==> src/i2cdac_pkg.sv <==
package i2cdac_pkg;

  localparam int unsigned TICKS_W     = 16;
  localparam int unsigned CODE_W      = 12;
  localparam int unsigned PD_W        = 2;
  localparam int unsigned QUEUE_DEPTH = 2;
  localparam int unsigned READ_BEATS  = 5;
  localparam int unsigned BEAT_W      = $clog2(READ_BEATS);

  localparam logic [TICKS_W-1:0] TICKS_RESET = 16'd25;

  typedef enum logic [1:0] {
    ACT_WRITE = 2'd0,
    ACT_READ  = 2'd1,
    ACT_GCALL = 2'd2,
    ACT_TICK  = 2'd3
  } action_t;

  typedef enum logic [1:0] {
    KIND_FAST     = 2'd0,
    KIND_DAC      = 2'd1,
    KIND_DAC_EE   = 2'd2,
    KIND_RESERVED = 2'd3
  } kind_t;

  // 3-bit command field of a non-fast first byte
  localparam logic [2:0] CMD_DAC    = 3'b010;
  localparam logic [2:0] CMD_DAC_EE = 3'b011;

  // Status captured when a read request is taken
  typedef struct packed {
    logic              ready;
    logic [PD_W-1:0]   dac_pd;
    logic [CODE_W-1:0] dac_code;
    logic [PD_W-1:0]   ee_pd;
    logic [CODE_W-1:0] ee_code;
  } status_t;

  typedef struct packed {
    logic    valid;
    status_t snap;
  } q_entry_t;

  typedef struct packed {
    logic full;
    logic empty;
  } q_stat_t;

endpackage

==> src/i2cdac_front.sv <==
module i2cdac_front (
  input  logic                        clk,
  input  logic                        rst_n,
  input  logic                        cfg_we,
  input  logic [i2cdac_pkg::TICKS_W-1:0] cfg_wdata,
  input  logic                        in_fire,
  input  logic [1:0]                  in_action,
  input  logic [7:0]                  in_data_byte,
  input  logic                        in_stop_after,
  output i2cdac_pkg::q_entry_t        push
);

  logic [i2cdac_pkg::TICKS_W-1:0] ticks_r;
  logic [1:0]                     idx_r, idx_nxt;
  i2cdac_pkg::kind_t              kind_r, kind_nxt;
  logic [i2cdac_pkg::PD_W-1:0]    ppd_r, ppd_nxt;
  logic [i2cdac_pkg::CODE_W-1:0]  pcode_r, pcode_nxt;
  logic [i2cdac_pkg::CODE_W-1:0]  dac_code_r, dac_code_nxt;
  logic [i2cdac_pkg::PD_W-1:0]    dac_pd_r, dac_pd_nxt;
  logic [i2cdac_pkg::CODE_W-1:0]  ee_code_r, ee_code_nxt;
  logic [i2cdac_pkg::PD_W-1:0]    ee_pd_r, ee_pd_nxt;
  logic [i2cdac_pkg::TICKS_W-1:0] busy_r, busy_nxt;
  logic                           fin;

  always_comb begin
    idx_nxt      = idx_r;
    kind_nxt     = kind_r;
    ppd_nxt      = ppd_r;
    pcode_nxt    = pcode_r;
    dac_code_nxt = dac_code_r;
    dac_pd_nxt   = dac_pd_r;
    ee_code_nxt  = ee_code_r;
    ee_pd_nxt    = ee_pd_r;
    busy_nxt     = busy_r;
    fin          = 1'b0;

    push.valid         = 1'b0;
    push.snap.ready    = (busy_r == '0);
    push.snap.dac_pd   = dac_pd_r;
    push.snap.dac_code = dac_code_r;
    push.snap.ee_pd    = ee_pd_r;
    push.snap.ee_code  = ee_code_r;

    if (in_fire) begin
      unique case (i2cdac_pkg::action_t'(in_action))
        i2cdac_pkg::ACT_WRITE: begin
          unique case (idx_r)
            2'd1: begin
              if (kind_r == i2cdac_pkg::KIND_FAST) begin
                pcode_nxt = {pcode_r[11:8], in_data_byte};
                fin       = 1'b1;
              end else begin
                pcode_nxt = {in_data_byte, 4'b0000};
                idx_nxt   = 2'd2;
              end
            end
            2'd2: begin
              pcode_nxt = {pcode_r[11:4], in_data_byte[7:4]};
              fin       = 1'b1;
            end
            default: begin
              if (in_data_byte[7:6] == 2'b00) begin
                kind_nxt  = i2cdac_pkg::KIND_FAST;
                ppd_nxt   = in_data_byte[5:4];
                pcode_nxt = {in_data_byte[3:0], 8'h00};
              end else begin
                unique case (in_data_byte[7:5])
                  i2cdac_pkg::CMD_DAC:    kind_nxt = i2cdac_pkg::KIND_DAC;
                  i2cdac_pkg::CMD_DAC_EE: kind_nxt = i2cdac_pkg::KIND_DAC_EE;
                  default:                kind_nxt = i2cdac_pkg::KIND_RESERVED;
                endcase
                ppd_nxt = in_data_byte[2:1];
              end
              idx_nxt = 2'd1;
            end
          endcase

          if (fin) begin
            idx_nxt = 2'd0;
            unique case (kind_r) inside
              i2cdac_pkg::KIND_FAST, i2cdac_pkg::KIND_DAC: begin
                dac_code_nxt = pcode_nxt;
                dac_pd_nxt   = ppd_r;
              end
              i2cdac_pkg::KIND_DAC_EE: begin
                // drop the whole frame while the EEPROM is still busy
                if (busy_r == '0) begin
                  dac_code_nxt = pcode_nxt;
                  dac_pd_nxt   = ppd_r;
                  ee_code_nxt  = pcode_nxt;
                  ee_pd_nxt    = ppd_r;
                  busy_nxt     = ticks_r;
                end
              end
              default: ;
            endcase
          end

          if (in_stop_after) begin
            idx_nxt = 2'd0;
          end
        end
        i2cdac_pkg::ACT_READ: begin
          idx_nxt    = 2'd0;
          push.valid = 1'b1;
        end
        i2cdac_pkg::ACT_GCALL: begin
          idx_nxt      = 2'd0;
          dac_code_nxt = ee_code_r;
          dac_pd_nxt   = ee_pd_r;
        end
        default: begin
          if (busy_r != '0) begin
            busy_nxt = busy_r - 1'b1;
          end
        end
      endcase
    end
  end

  always_ff @(posedge clk) begin
    if (!rst_n) begin
      ticks_r    <= i2cdac_pkg::TICKS_RESET;
      idx_r      <= '0;
      kind_r     <= i2cdac_pkg::KIND_FAST;
      ppd_r      <= '0;
      pcode_r    <= '0;
      dac_code_r <= '0;
      dac_pd_r   <= '0;
      ee_code_r  <= '0;
      ee_pd_r    <= '0;
      busy_r     <= '0;
    end else begin
      if (cfg_we) begin
        ticks_r <= cfg_wdata;
      end
      idx_r      <= idx_nxt;
      kind_r     <= kind_nxt;
      ppd_r      <= ppd_nxt;
      pcode_r    <= pcode_nxt;
      dac_code_r <= dac_code_nxt;
      dac_pd_r   <= dac_pd_nxt;
      ee_code_r  <= ee_code_nxt;
      ee_pd_r    <= ee_pd_nxt;
      busy_r     <= busy_nxt;
    end
  end

endmodule

==> src/i2cdac_fifo.sv <==
module i2cdac_fifo #(
  parameter int unsigned DEPTH = i2cdac_pkg::QUEUE_DEPTH
) (
  input  logic                 clk,
  input  logic                 rst_n,
  input  i2cdac_pkg::q_entry_t push,
  input  logic                 pop,
  output i2cdac_pkg::q_entry_t head,
  output i2cdac_pkg::q_stat_t  stat
);

  localparam int unsigned PTR_W = (DEPTH > 1) ? $clog2(DEPTH) : 1;
  localparam int unsigned CNT_W = $clog2(DEPTH + 1);

  i2cdac_pkg::status_t mem [DEPTH];
  logic [PTR_W-1:0]    wptr_r, wptr_nxt;
  logic [PTR_W-1:0]    rptr_r, rptr_nxt;
  logic [CNT_W-1:0]    cnt_r, cnt_nxt;
  logic                do_push, do_pop;

  assign stat.full  = (cnt_r == CNT_W'(DEPTH));
  assign stat.empty = (cnt_r == '0);
  assign do_push    = push.valid && !stat.full;
  assign do_pop     = pop && !stat.empty;

  assign head.valid = !stat.empty;
  assign head.snap  = mem[rptr_r];

  always_comb begin
    wptr_nxt = wptr_r;
    rptr_nxt = rptr_r;
    cnt_nxt  = cnt_r;
    if (do_push) begin
      wptr_nxt = (wptr_r == PTR_W'(DEPTH - 1)) ? '0 : wptr_r + 1'b1;
    end
    if (do_pop) begin
      rptr_nxt = (rptr_r == PTR_W'(DEPTH - 1)) ? '0 : rptr_r + 1'b1;
    end
    case ({do_push, do_pop})
      2'b10:   cnt_nxt = cnt_r + 1'b1;
      2'b01:   cnt_nxt = cnt_r - 1'b1;
      default: cnt_nxt = cnt_r;
    endcase
  end

  always_ff @(posedge clk) begin
    if (do_push) begin
      mem[wptr_r] <= push.snap;
    end
  end

  always_ff @(posedge clk) begin
    if (!rst_n) begin
      wptr_r <= '0;
      rptr_r <= '0;
      cnt_r  <= '0;
    end else begin
      wptr_r <= wptr_nxt;
      rptr_r <= rptr_nxt;
      cnt_r  <= cnt_nxt;
    end
  end

endmodule

==> src/i2cdac_back.sv <==
module i2cdac_back (
  input  logic                 clk,
  input  logic                 rst_n,
  input  i2cdac_pkg::q_entry_t head,
  output logic                 pop,
  output logic                 out_valid,
  input  logic                 out_ready,
  output logic [7:0]           out_read_byte,
  output logic                 out_last_of_read
);

  localparam logic [i2cdac_pkg::BEAT_W-1:0] LAST_BEAT =
    i2cdac_pkg::BEAT_W'(i2cdac_pkg::READ_BEATS - 1);

  logic                            act_r, act_nxt;
  logic [i2cdac_pkg::BEAT_W-1:0]   beat_r, beat_nxt;
  i2cdac_pkg::status_t             snap_r;
  logic                            last;

  assign last             = (beat_r == LAST_BEAT);
  assign out_valid        = act_r;
  assign out_last_of_read = act_r && last;

  // load the next burst in the cycle the last beat leaves
  assign pop = head.valid && (!act_r || (out_ready && last));

  always_comb begin
    act_nxt  = act_r;
    beat_nxt = beat_r;
    if (pop) begin
      act_nxt  = 1'b1;
      beat_nxt = '0;
    end else if (act_r && out_ready) begin
      if (last) begin
        act_nxt = 1'b0;
      end else begin
        beat_nxt = beat_r + 1'b1;
      end
    end
  end

  always_comb begin
    case (beat_r)
      3'd0:    out_read_byte = {snap_r.ready, 1'b1, 3'b000, snap_r.dac_pd, 1'b0};
      3'd1:    out_read_byte = snap_r.dac_code[11:4];
      3'd2:    out_read_byte = {snap_r.dac_code[3:0], 4'b0000};
      3'd3:    out_read_byte = {1'b0, snap_r.ee_pd, 1'b0, snap_r.ee_code[11:8]};
      default: out_read_byte = snap_r.ee_code[7:0];
    endcase
  end

  always_ff @(posedge clk) begin
    if (pop) begin
      snap_r <= head.snap;
    end
  end

  always_ff @(posedge clk) begin
    if (!rst_n) begin
      act_r  <= 1'b0;
      beat_r <= '0;
    end else begin
      act_r  <= act_nxt;
      beat_r <= beat_nxt;
    end
  end

endmodule

==> src/i2c_dac_with_eeprom_registers.sv <==
// Channel   Direction  Handshake               Payload
// in_       input      in_valid / in_ready     in_action, in_data_byte, in_stop_after
// out_      output     out_valid / out_ready   out_read_byte, out_last_of_read
// cfg_      input      cfg_we                  cfg_wdata (EEPROM write ticks)
//
// Write bytes, general-call resets and ticks can be accepted back to back while in_ready is high.
// A read request snapshots the status into a queue; the burst unit sends 5 beats,
// one per cycle while out_ready is high, after the snapshot passes the queue into the burst unit.
// in_ready drops only while the status queue (QUEUE_DEPTH entries) is full.
// Reset is synchronous, active low; it clears all state but the queue storage and burst snapshot, and sets ticks to 25.
module i2c_dac_with_eeprom_registers #(
  parameter int unsigned QUEUE_DEPTH = i2cdac_pkg::QUEUE_DEPTH
) (
  input  logic                           clk,
  input  logic                           rst_n,
  input  logic                           cfg_we,
  input  logic [i2cdac_pkg::TICKS_W-1:0] cfg_wdata,
  input  logic                           in_valid,
  output logic                           in_ready,
  input  logic [1:0]                     in_action,
  input  logic [7:0]                     in_data_byte,
  input  logic                           in_stop_after,
  output logic                           out_valid,
  input  logic                           out_ready,
  output logic [7:0]                     out_read_byte,
  output logic                           out_last_of_read
);

  i2cdac_pkg::q_entry_t q_push;
  i2cdac_pkg::q_entry_t q_head;
  i2cdac_pkg::q_stat_t  q_stat;
  logic                 q_pop;
  logic                 in_fire;

  assign in_ready = !q_stat.full;
  assign in_fire  = in_valid && in_ready;

  i2cdac_front u_front (
    .clk           (clk),
    .rst_n         (rst_n),
    .cfg_we        (cfg_we),
    .cfg_wdata     (cfg_wdata),
    .in_fire       (in_fire),
    .in_action     (in_action),
    .in_data_byte  (in_data_byte),
    .in_stop_after (in_stop_after),
    .push          (q_push)
  );

  i2cdac_fifo #(
    .DEPTH (QUEUE_DEPTH)
  ) u_fifo (
    .clk   (clk),
    .rst_n (rst_n),
    .push  (q_push),
    .pop   (q_pop),
    .head  (q_head),
    .stat  (q_stat)
  );

  i2cdac_back u_back (
    .clk              (clk),
    .rst_n            (rst_n),
    .head             (q_head),
    .pop              (q_pop),
    .out_valid        (out_valid),
    .out_ready        (out_ready),
    .out_read_byte    (out_read_byte),
    .out_last_of_read (out_last_of_read)
  );

  a_no_push_full: assert property (@(posedge clk) disable iff (!rst_n)
    q_push.valid |-> !q_stat.full)
    else $error("status pushed into full queue");

  a_burst_contiguous: assert property (@(posedge clk) disable iff (!rst_n)
    out_valid && out_ready && !out_last_of_read |=> out_valid)
    else $error("read burst broke off before its last beat");

  a_read_queued: assert property (@(posedge clk) disable iff (!rst_n)
    in_fire && (in_action == i2cdac_pkg::ACT_READ) |=> !q_stat.empty || out_valid)
    else $error("accepted read request was lost");

  a_pop_nonempty: assert property (@(posedge clk) disable iff (!rst_n)
    q_pop |-> !q_stat.empty)
    else $error("burst unit loaded from empty queue");

endmodule

==> config.mk <==
export PLATFORM = sky130hd
export DESIGN_NAME = i2c_dac_with_eeprom_registers
export DESIGN_NICKNAME = d
export VERILOG_FILES = /design/src/i2cdac_pkg.sv /design/src/i2cdac_front.sv /design/src/i2cdac_fifo.sv /design/src/i2cdac_back.sv /design/src/i2c_dac_with_eeprom_registers.sv
export SDC_FILE = /design/constraint.sdc
export NUM_CORES = 1
export LEC_CHECK = 0
export ABC_AREA = 1
export BUFFER_PORTS_ARGS = -buffer_cell sky130_fd_sc_hd__buf_2
export CAP_MARGIN = 20
export CORE_MARGIN = 2
export CORE_UTILIZATION = 35
export DETAILED_ROUTE_END_ITERATION = 10
export PLACE_DENSITY = 0.51
export RECOVER_POWER = 100
export SETUP_SLACK_MARGIN = 0.15
export SYNTH_ARGS = -nofsm -noshare
export SYNTH_HDL_FRONTEND = slang
export SYNTH_SLANG_ARGS = --single-unit
==> constraint.sdc <==
create_clock -name clk -period 3.3 [get_ports clk]
set_clock_uncertainty 0.1 [all_clocks]
set_input_delay 0.495 -clock clk [delete_from_list [all_inputs] [get_ports clk]]
set_output_delay 0.495 -clock clk [all_outputs]
set_load 0.02 [all_outputs]
Word level (Yosys, flattened, before mapping)
Memory sizes are Yosys's and may differ from the RTL's. A register that Yosys moved wholly into a read port is not among the register bits. Cells that the tools add are included.

Add/subtract/negate cells: 6. Multiply operators: 0. Div/mod/pow operators: 0. Magnitude comparators: 0. Eq/ne operators: 22. Shifts and indexed selects: 0. Multiplexer cells: 39. Bitwise operators: 4. Reductions and logical operators: 36.

Operators by type and width (count): one-hot mux 12 bit (2 select lines) (3); two-way mux 16 bit (4); two-way mux 12 bit (4); one-hot mux 16 bit (2 select lines) (1); one-hot mux 8 bit (4 select lines) (1); one-hot mux 2 bit (2 select lines) (6); logical NOT 16 bit (1); nonzero test 16 bit (1); subtractor 16 x 1 -> 16 bit (second input constant) (1); two-way mux 2 bit (7); equality test 3 x 2 -> 1 bit (second input constant) (4); two-way mux 1 bit (12); nonzero test 2 bit (6); equality test 2 bit (second input constant) (5); AND reduction 5 bit (2); equality test 2 x 1 -> 1 bit (second input constant) (4); logical NOT 2 bit (4); OR reduction 2 bit (4); logical AND 1 bit (7); inequality test 2 x 1 -> 1 bit (second input constant) (3); inequality test 3 x 2 -> 1 bit (second input constant) (2); AND reduction 2 bit (3); AND reduction 6 bit (1); inequality test 5 x 4 -> 1 bit (second input constant) (1); 14 further kinds (20).

Flip-flop bits (word level): 86. Latch bits: 0. Memory bits (writable): 58. ROM bits: 0. Output and inout port bits: 11. Logic and storage cells: 123. Memories: 1.

Memories: u_fifo.mem (words 2, width 29, read ports 1, clocked after Yosys merged registers in 1, write ports 1, RTL line i2cdac_fifo.sv:15) `i2cdac_pkg::status_t mem [DEPTH];`.

Longest topological paths before layout
Depth after elaboration: 8. Gate-level depth with buffers: 13. Mapped depth without buffers: 12.

Modules after synthesis
Synthesis repeated with hierarchy kept, for this count alone.

Cells, all modules: 965. Area, all modules: 8111.5 µm².

Modules (own cells, without submodules): i2cdac_front (times used 1, cells an instance 696, area each 4295.4 µm², seq. area each 1561.5 µm²); i2cdac_fifo (times used 1, cells an instance 130, area each 2384.8 µm², seq. area each 1841.8 µm²); i2cdac_back (times used 1, cells an instance 136, area each 1417.6 µm², seq. area each 950.9 µm²); i2c_dac_with_eeprom_registers (times used 1, cells an instance 3, area each 13.8 µm², seq. area each 0.0 µm²).

Worst setup path after synthesis
No wires, ideal clock.

Path kind: reg2reg. From: reg u_fifo.cnt_r[0]. To: mem u_fifo.mem[0][0] in the netlist's numbering (enable). Arrival: 2127 ps. Data required time: 2785 ps. Setup slack: 658 ps. Stages on the path, launching flop included: 7. Path buffers: 0. Period minus slack after synthesis: 2642 ps. Cell sequence: dfxtp_1 -> inv_1 -> nand2_1 -> nand2_2 -> inv_2 -> nand2_1 -> nor2_1.

Word-level cells in the longest chain between the ends: 7.

Ends and longest elaborated chain: start, declared (RTL line i2cdac_fifo.sv:18) `logic [CNT_W-1:0] cnt_r, cnt_nxt;`; start signal, assigned (RTL line i2cdac_fifo.sv:60) `cnt_r <= cnt_nxt;`; equality test 2 bit * (RTL line i2cdac_fifo.sv:21) `assign stat.full = (cnt_r == CNT_W'(DEPTH));`; logical NOT 1 bit * (RTL line i2c_dac_with_eeprom_registers.sv:35) `assign in_ready = !q_stat.full;`; via in_ready (RTL line i2c_dac_with_eeprom_registers.sv:19) `output logic in_ready,`; logical AND 1 bit (RTL line i2c_dac_with_eeprom_registers.sv:36) `assign in_fire = in_valid && in_ready;`; two-way mux 1 bit (RTL line i2cdac_front.sv:44) `if (in_fire) begin`; logical AND 1 bit * (RTL line i2cdac_fifo.sv:23) `assign do_push = push.valid && !stat.full;`; two-way mux 1 bit * (RTL line i2cdac_fifo.sv:47) `if (do_push) begin`; two-way mux 1 bit (not written as such) * (RTL line i2cdac_fifo.sv:48) `mem[wptr_r] <= push.snap;`; end, declared (RTL line i2cdac_fifo.sv:15).

Mark *: on every way through the listed nets, which the timed path passes. The rest lies on a longest branch.

Worst setup path after layout
From: reg u_back.beat_r[2] in the netlist's numbering. To: out out_read_byte[5].

Word-level cells in the longest chain between the ends: 2.

Ends and longest elaborated chain: start, declared (RTL line i2cdac_back.sv:16) `logic [i2cdac_pkg::BEAT_W-1:0] beat_r, beat_nxt;`; start signal, assigned (RTL line i2cdac_back.sv:64) `beat_r <= beat_nxt;`; equality test 3 x 2 -> 1 bit, or another cell as far along (RTL line i2cdac_back.sv:43) `case (beat_r)`; one-hot mux 8 bit (4 select lines) * (RTL line i2cdac_back.sv:43); end, declared (RTL line i2c_dac_with_eeprom_registers.sv:25) `output logic [7:0] out_read_byte,`.

Mark *: on every way between the ends. The rest lies on a longest branch, timed or not.

==> results.cfg <==
[power]
peakVddDrop_v = 0.000333
p_per_area_nw_per_um2 = 753
leakage_uw = 0.00380

[sta]
hold_viol_final = 0
grt_setup_unrepaired = no
setup_violations = 0
post-route-period-util = 0.893
relSlewSlack = 0.321
min_period_ns = 2.95
hold_slack_ns = 0.172
worst_slew_pin_slew_ns = 1.02
clock.fmax_mhz = 340
setup_ws_ns = 0.355
setup_tns_ns = 0
slew_violations = 0

[synthesis]
synth_edf_count = 87
ys.flop_type = edfxtp_1
ys_ff_latch = 173
synth_nets = 1003
avgSynthCellArea_um2 = 8.15
synthesis.area_um2 = 7800
yosys_warnings = 0
yosysSeqAreaShare = 0.555
ys_async_sr_fraction = 0
synth_cells = 958
ys_types = 35

[placed_design]
gp_congestion = 0.836
pre_cts_ws_ns = 0.437
port_buffers = 42
place_inst = 1253
placed_cell_area_um2 = 8290
dp_hpwl_um = 11800

[critical_path]
crit_fanout = 12
reg2reg_from = u_front.idx_r[0]
startpoint_type = register
worst_path_max_delay_cell = dfxtp_1
path_class = reg -> out
cp-end-kind = primary output
r2r_setup_slack_ns = 0.43
r2r.worst_path.cells = 11
path_cells = inv_1 -> ha_1 -> a221oi_1 -> a21oi_1 -> clkbuf_1
rr_endpoint = u_front.busy_r[15]
cpPeakStageDelay_ns = 0.59
required_ns = 2.70
cp.arrival_ns = 2.35

[clock_tree]
cts_hold_buf = 0
cts_tree = yes
cts_resized = 0
clockBufferDepth = 2
path_clk_slew_ns = 0.08
post_cts_buffers = 0
cts_made_buffers = 17
htreeDepth = 4
clk_latency_ns = 0.43
cts_root_buf = clkbuf_16
cts_sinks = 173

[detailed_routing]
via_per_inst = 4.63
drtAntennaViolNets = 0
drt-initial-drc-count = 373
drt_pass1_iterations = 5
drc = 0
totalWireLength_um = 17200
num_vias = 5951
avgRoutedWirePerCell_um = 13.4

[finish]
final_layout_size_suffix_gt1_frac = 0.0905
area.growth.synth_to_final_pct = 13.4
nets = 1037
fin_area_um2 = 8850
antenna_cells = 0
instances_no_fill = 1285

[grt]
globalRouteOverflowTotal = 0
grt_pass1_wl_um = 28800
antenna_found_initial = 0
grt_usage = 0.152
grt_pass1_vias = 5509
grt_max_degree = 63

[worst_hold_path]
worstHoldStart = cfg_wdata[0]
min_to = u_front.ticks_r[0]
hold_path.class = in -> reg
hold_depth = 3

[floorplan]
core_um2 = 21800
die_height_um = 153
rows = 54
fp.dieW_um = 153
initial_core_util = 0.358
io_pins = 43
die_area_um2 = 23500

[status]
status = finished clean

[run]
cap_violations = 0
==> layout by cell type, fill, tap and decap left out, types with 2 or more instances in the layout <==
cell / count
clkinv_8: 5
nor3_1: 3
nor2_1: 138
a21oi_1: 66
o21ai_0: 67
a221oi_1: 5
clkinv_1: 2
or2_2: 4
nand3_1: 32
buf_2: 30
nand2_2: 5
buf_4: 7
clkbuf_1: 12
clkbuf_16: 17
ha_1: 13
nor2_2: 6
dfxtp_1: 86
inv_1: 86
a31oi_1: 5
inv_8: 7
inv_6: 2
nand4_1: 2
o22ai_1: 5
o21bai_1: 2
edfxtp_1: 87
nand2_1: 296
a211oi_1: 2
clkbuf_2: 3
==> through the flow <==
step	util	total power, uW
after CTS	0.408	6800
after detailed placement	0.380	4720
after floorplan	-	4200
after global placement	0.380	4710
after global routing	0.406	7120
final	0.406	6660
==> state kept, by name, summed over array words and instances (netlist names) <==
register / cells
u_front.pcode_r: 12
u_fifo.mem: 58
u_front.ticks_r: 16
u_fifo.rptr_r: 1
u_front.ee_code_r: 12
u_front.busy_r: 16
u_front.ee_pd_r: 2
u_front.idx_r: 2
u_back.beat_r: 3
u_front.kind_r: 2
u_back.out_valid: 1
u_front.ppd_r: 2
u_fifo.cnt_r: 2
u_back.snap_r: 29
u_front.dac_code_r: 12
u_fifo.wptr_r: 1
u_front.dac_pd_r: 2
==> report_power, final <==
part / internal [uW] / switching, uW
clock: 1050 / 1020
sequential: 2690 / 174
combinational: 512 / 1220
==> cell families (layout without fill, tap and decap cells) <==
kind of cell | Yosys count | in the layout | share of synthesized area
compound gates | 154 | 154 | 0.105
xor+xnor | 1 | 1 | 0.00112
fa+ha+maj | 13 | 13 | 0.0208
buf+inv | 125 | 172 | 0.0628
flops | 173 | 173 | 0.555
simple gates | 492 | 492 | 0.255
==> worst max-delay path by stage <==
stage | start | to | slack, ns
floorplan | u_fifo.cnt_r[0] | u_fifo.mem[0][0] | 0.66
global route | u_front.idx_r[0] | u_front.busy_r[13] | 0.10
detailed placement | in_action[0] | u_front.dac_code_r[10] | 0.44
CTS | u_back.beat_r[2] | out_read_byte[5] | 0.35
finish | u_back.beat_r[2] | out_read_byte[5] | 0.35
global placement | in_action[0] | u_front.dac_code_r[10] | 0.56
==> area by class of cell <==
cell class / count / area (um2)
Multi-Input combinational cell: 660 / 2960
Clock inverter: 15 / 194
Sequential cell: 173 / 4330
Inverter: 88 / 330
Tap cell: 280 / 350
Fill cell: 2258 / 13000
Clock buffer: 17 / 425
Timing Repair Buffer: 52 / 263
==> worst max-delay path, delay by kind of cell, from the launching register on <==
family                   cells  cell delay [ns]
flip-flops                   1             0.59
buffers and inverters        2             0.49
AO/OA/AOI/OAI                2             0.51
adder cells (fa/ha/maj)      1             0.34
==> layer usage <==
layer / track usage / up-vias / part of all wire
met4: 0.0428 / 0 / 0.010
met3: 0.0298 / 14 / 0.034
met1: 0.225 / 2666 / 0.52
met2: 0.227 / 92 / 0.43
li1: - / 3179 / -
met5: 0 / - / 0
==> Yosys cell counts (all sizes together), types with 3 or more instances <==
library cell	number	area share
nand2	302	0.15
nor2	145	0.074
edfxtp	87	0.33
dfxtp	86	0.22
inv	86	0.041
o21ai	67	0.043
a21oi	66	0.042
nand3	32	0.021
clkbuf	27	0.013
ha	13	0.021
buf	10	0.0075
a221oi	5	0.0056
a31oi	5	0.0040
o22ai	5	0.0040
nor3	4	0.0032
or2	4	0.0032
nand4	3	0.0032
(Power assumes the default switching activity.)
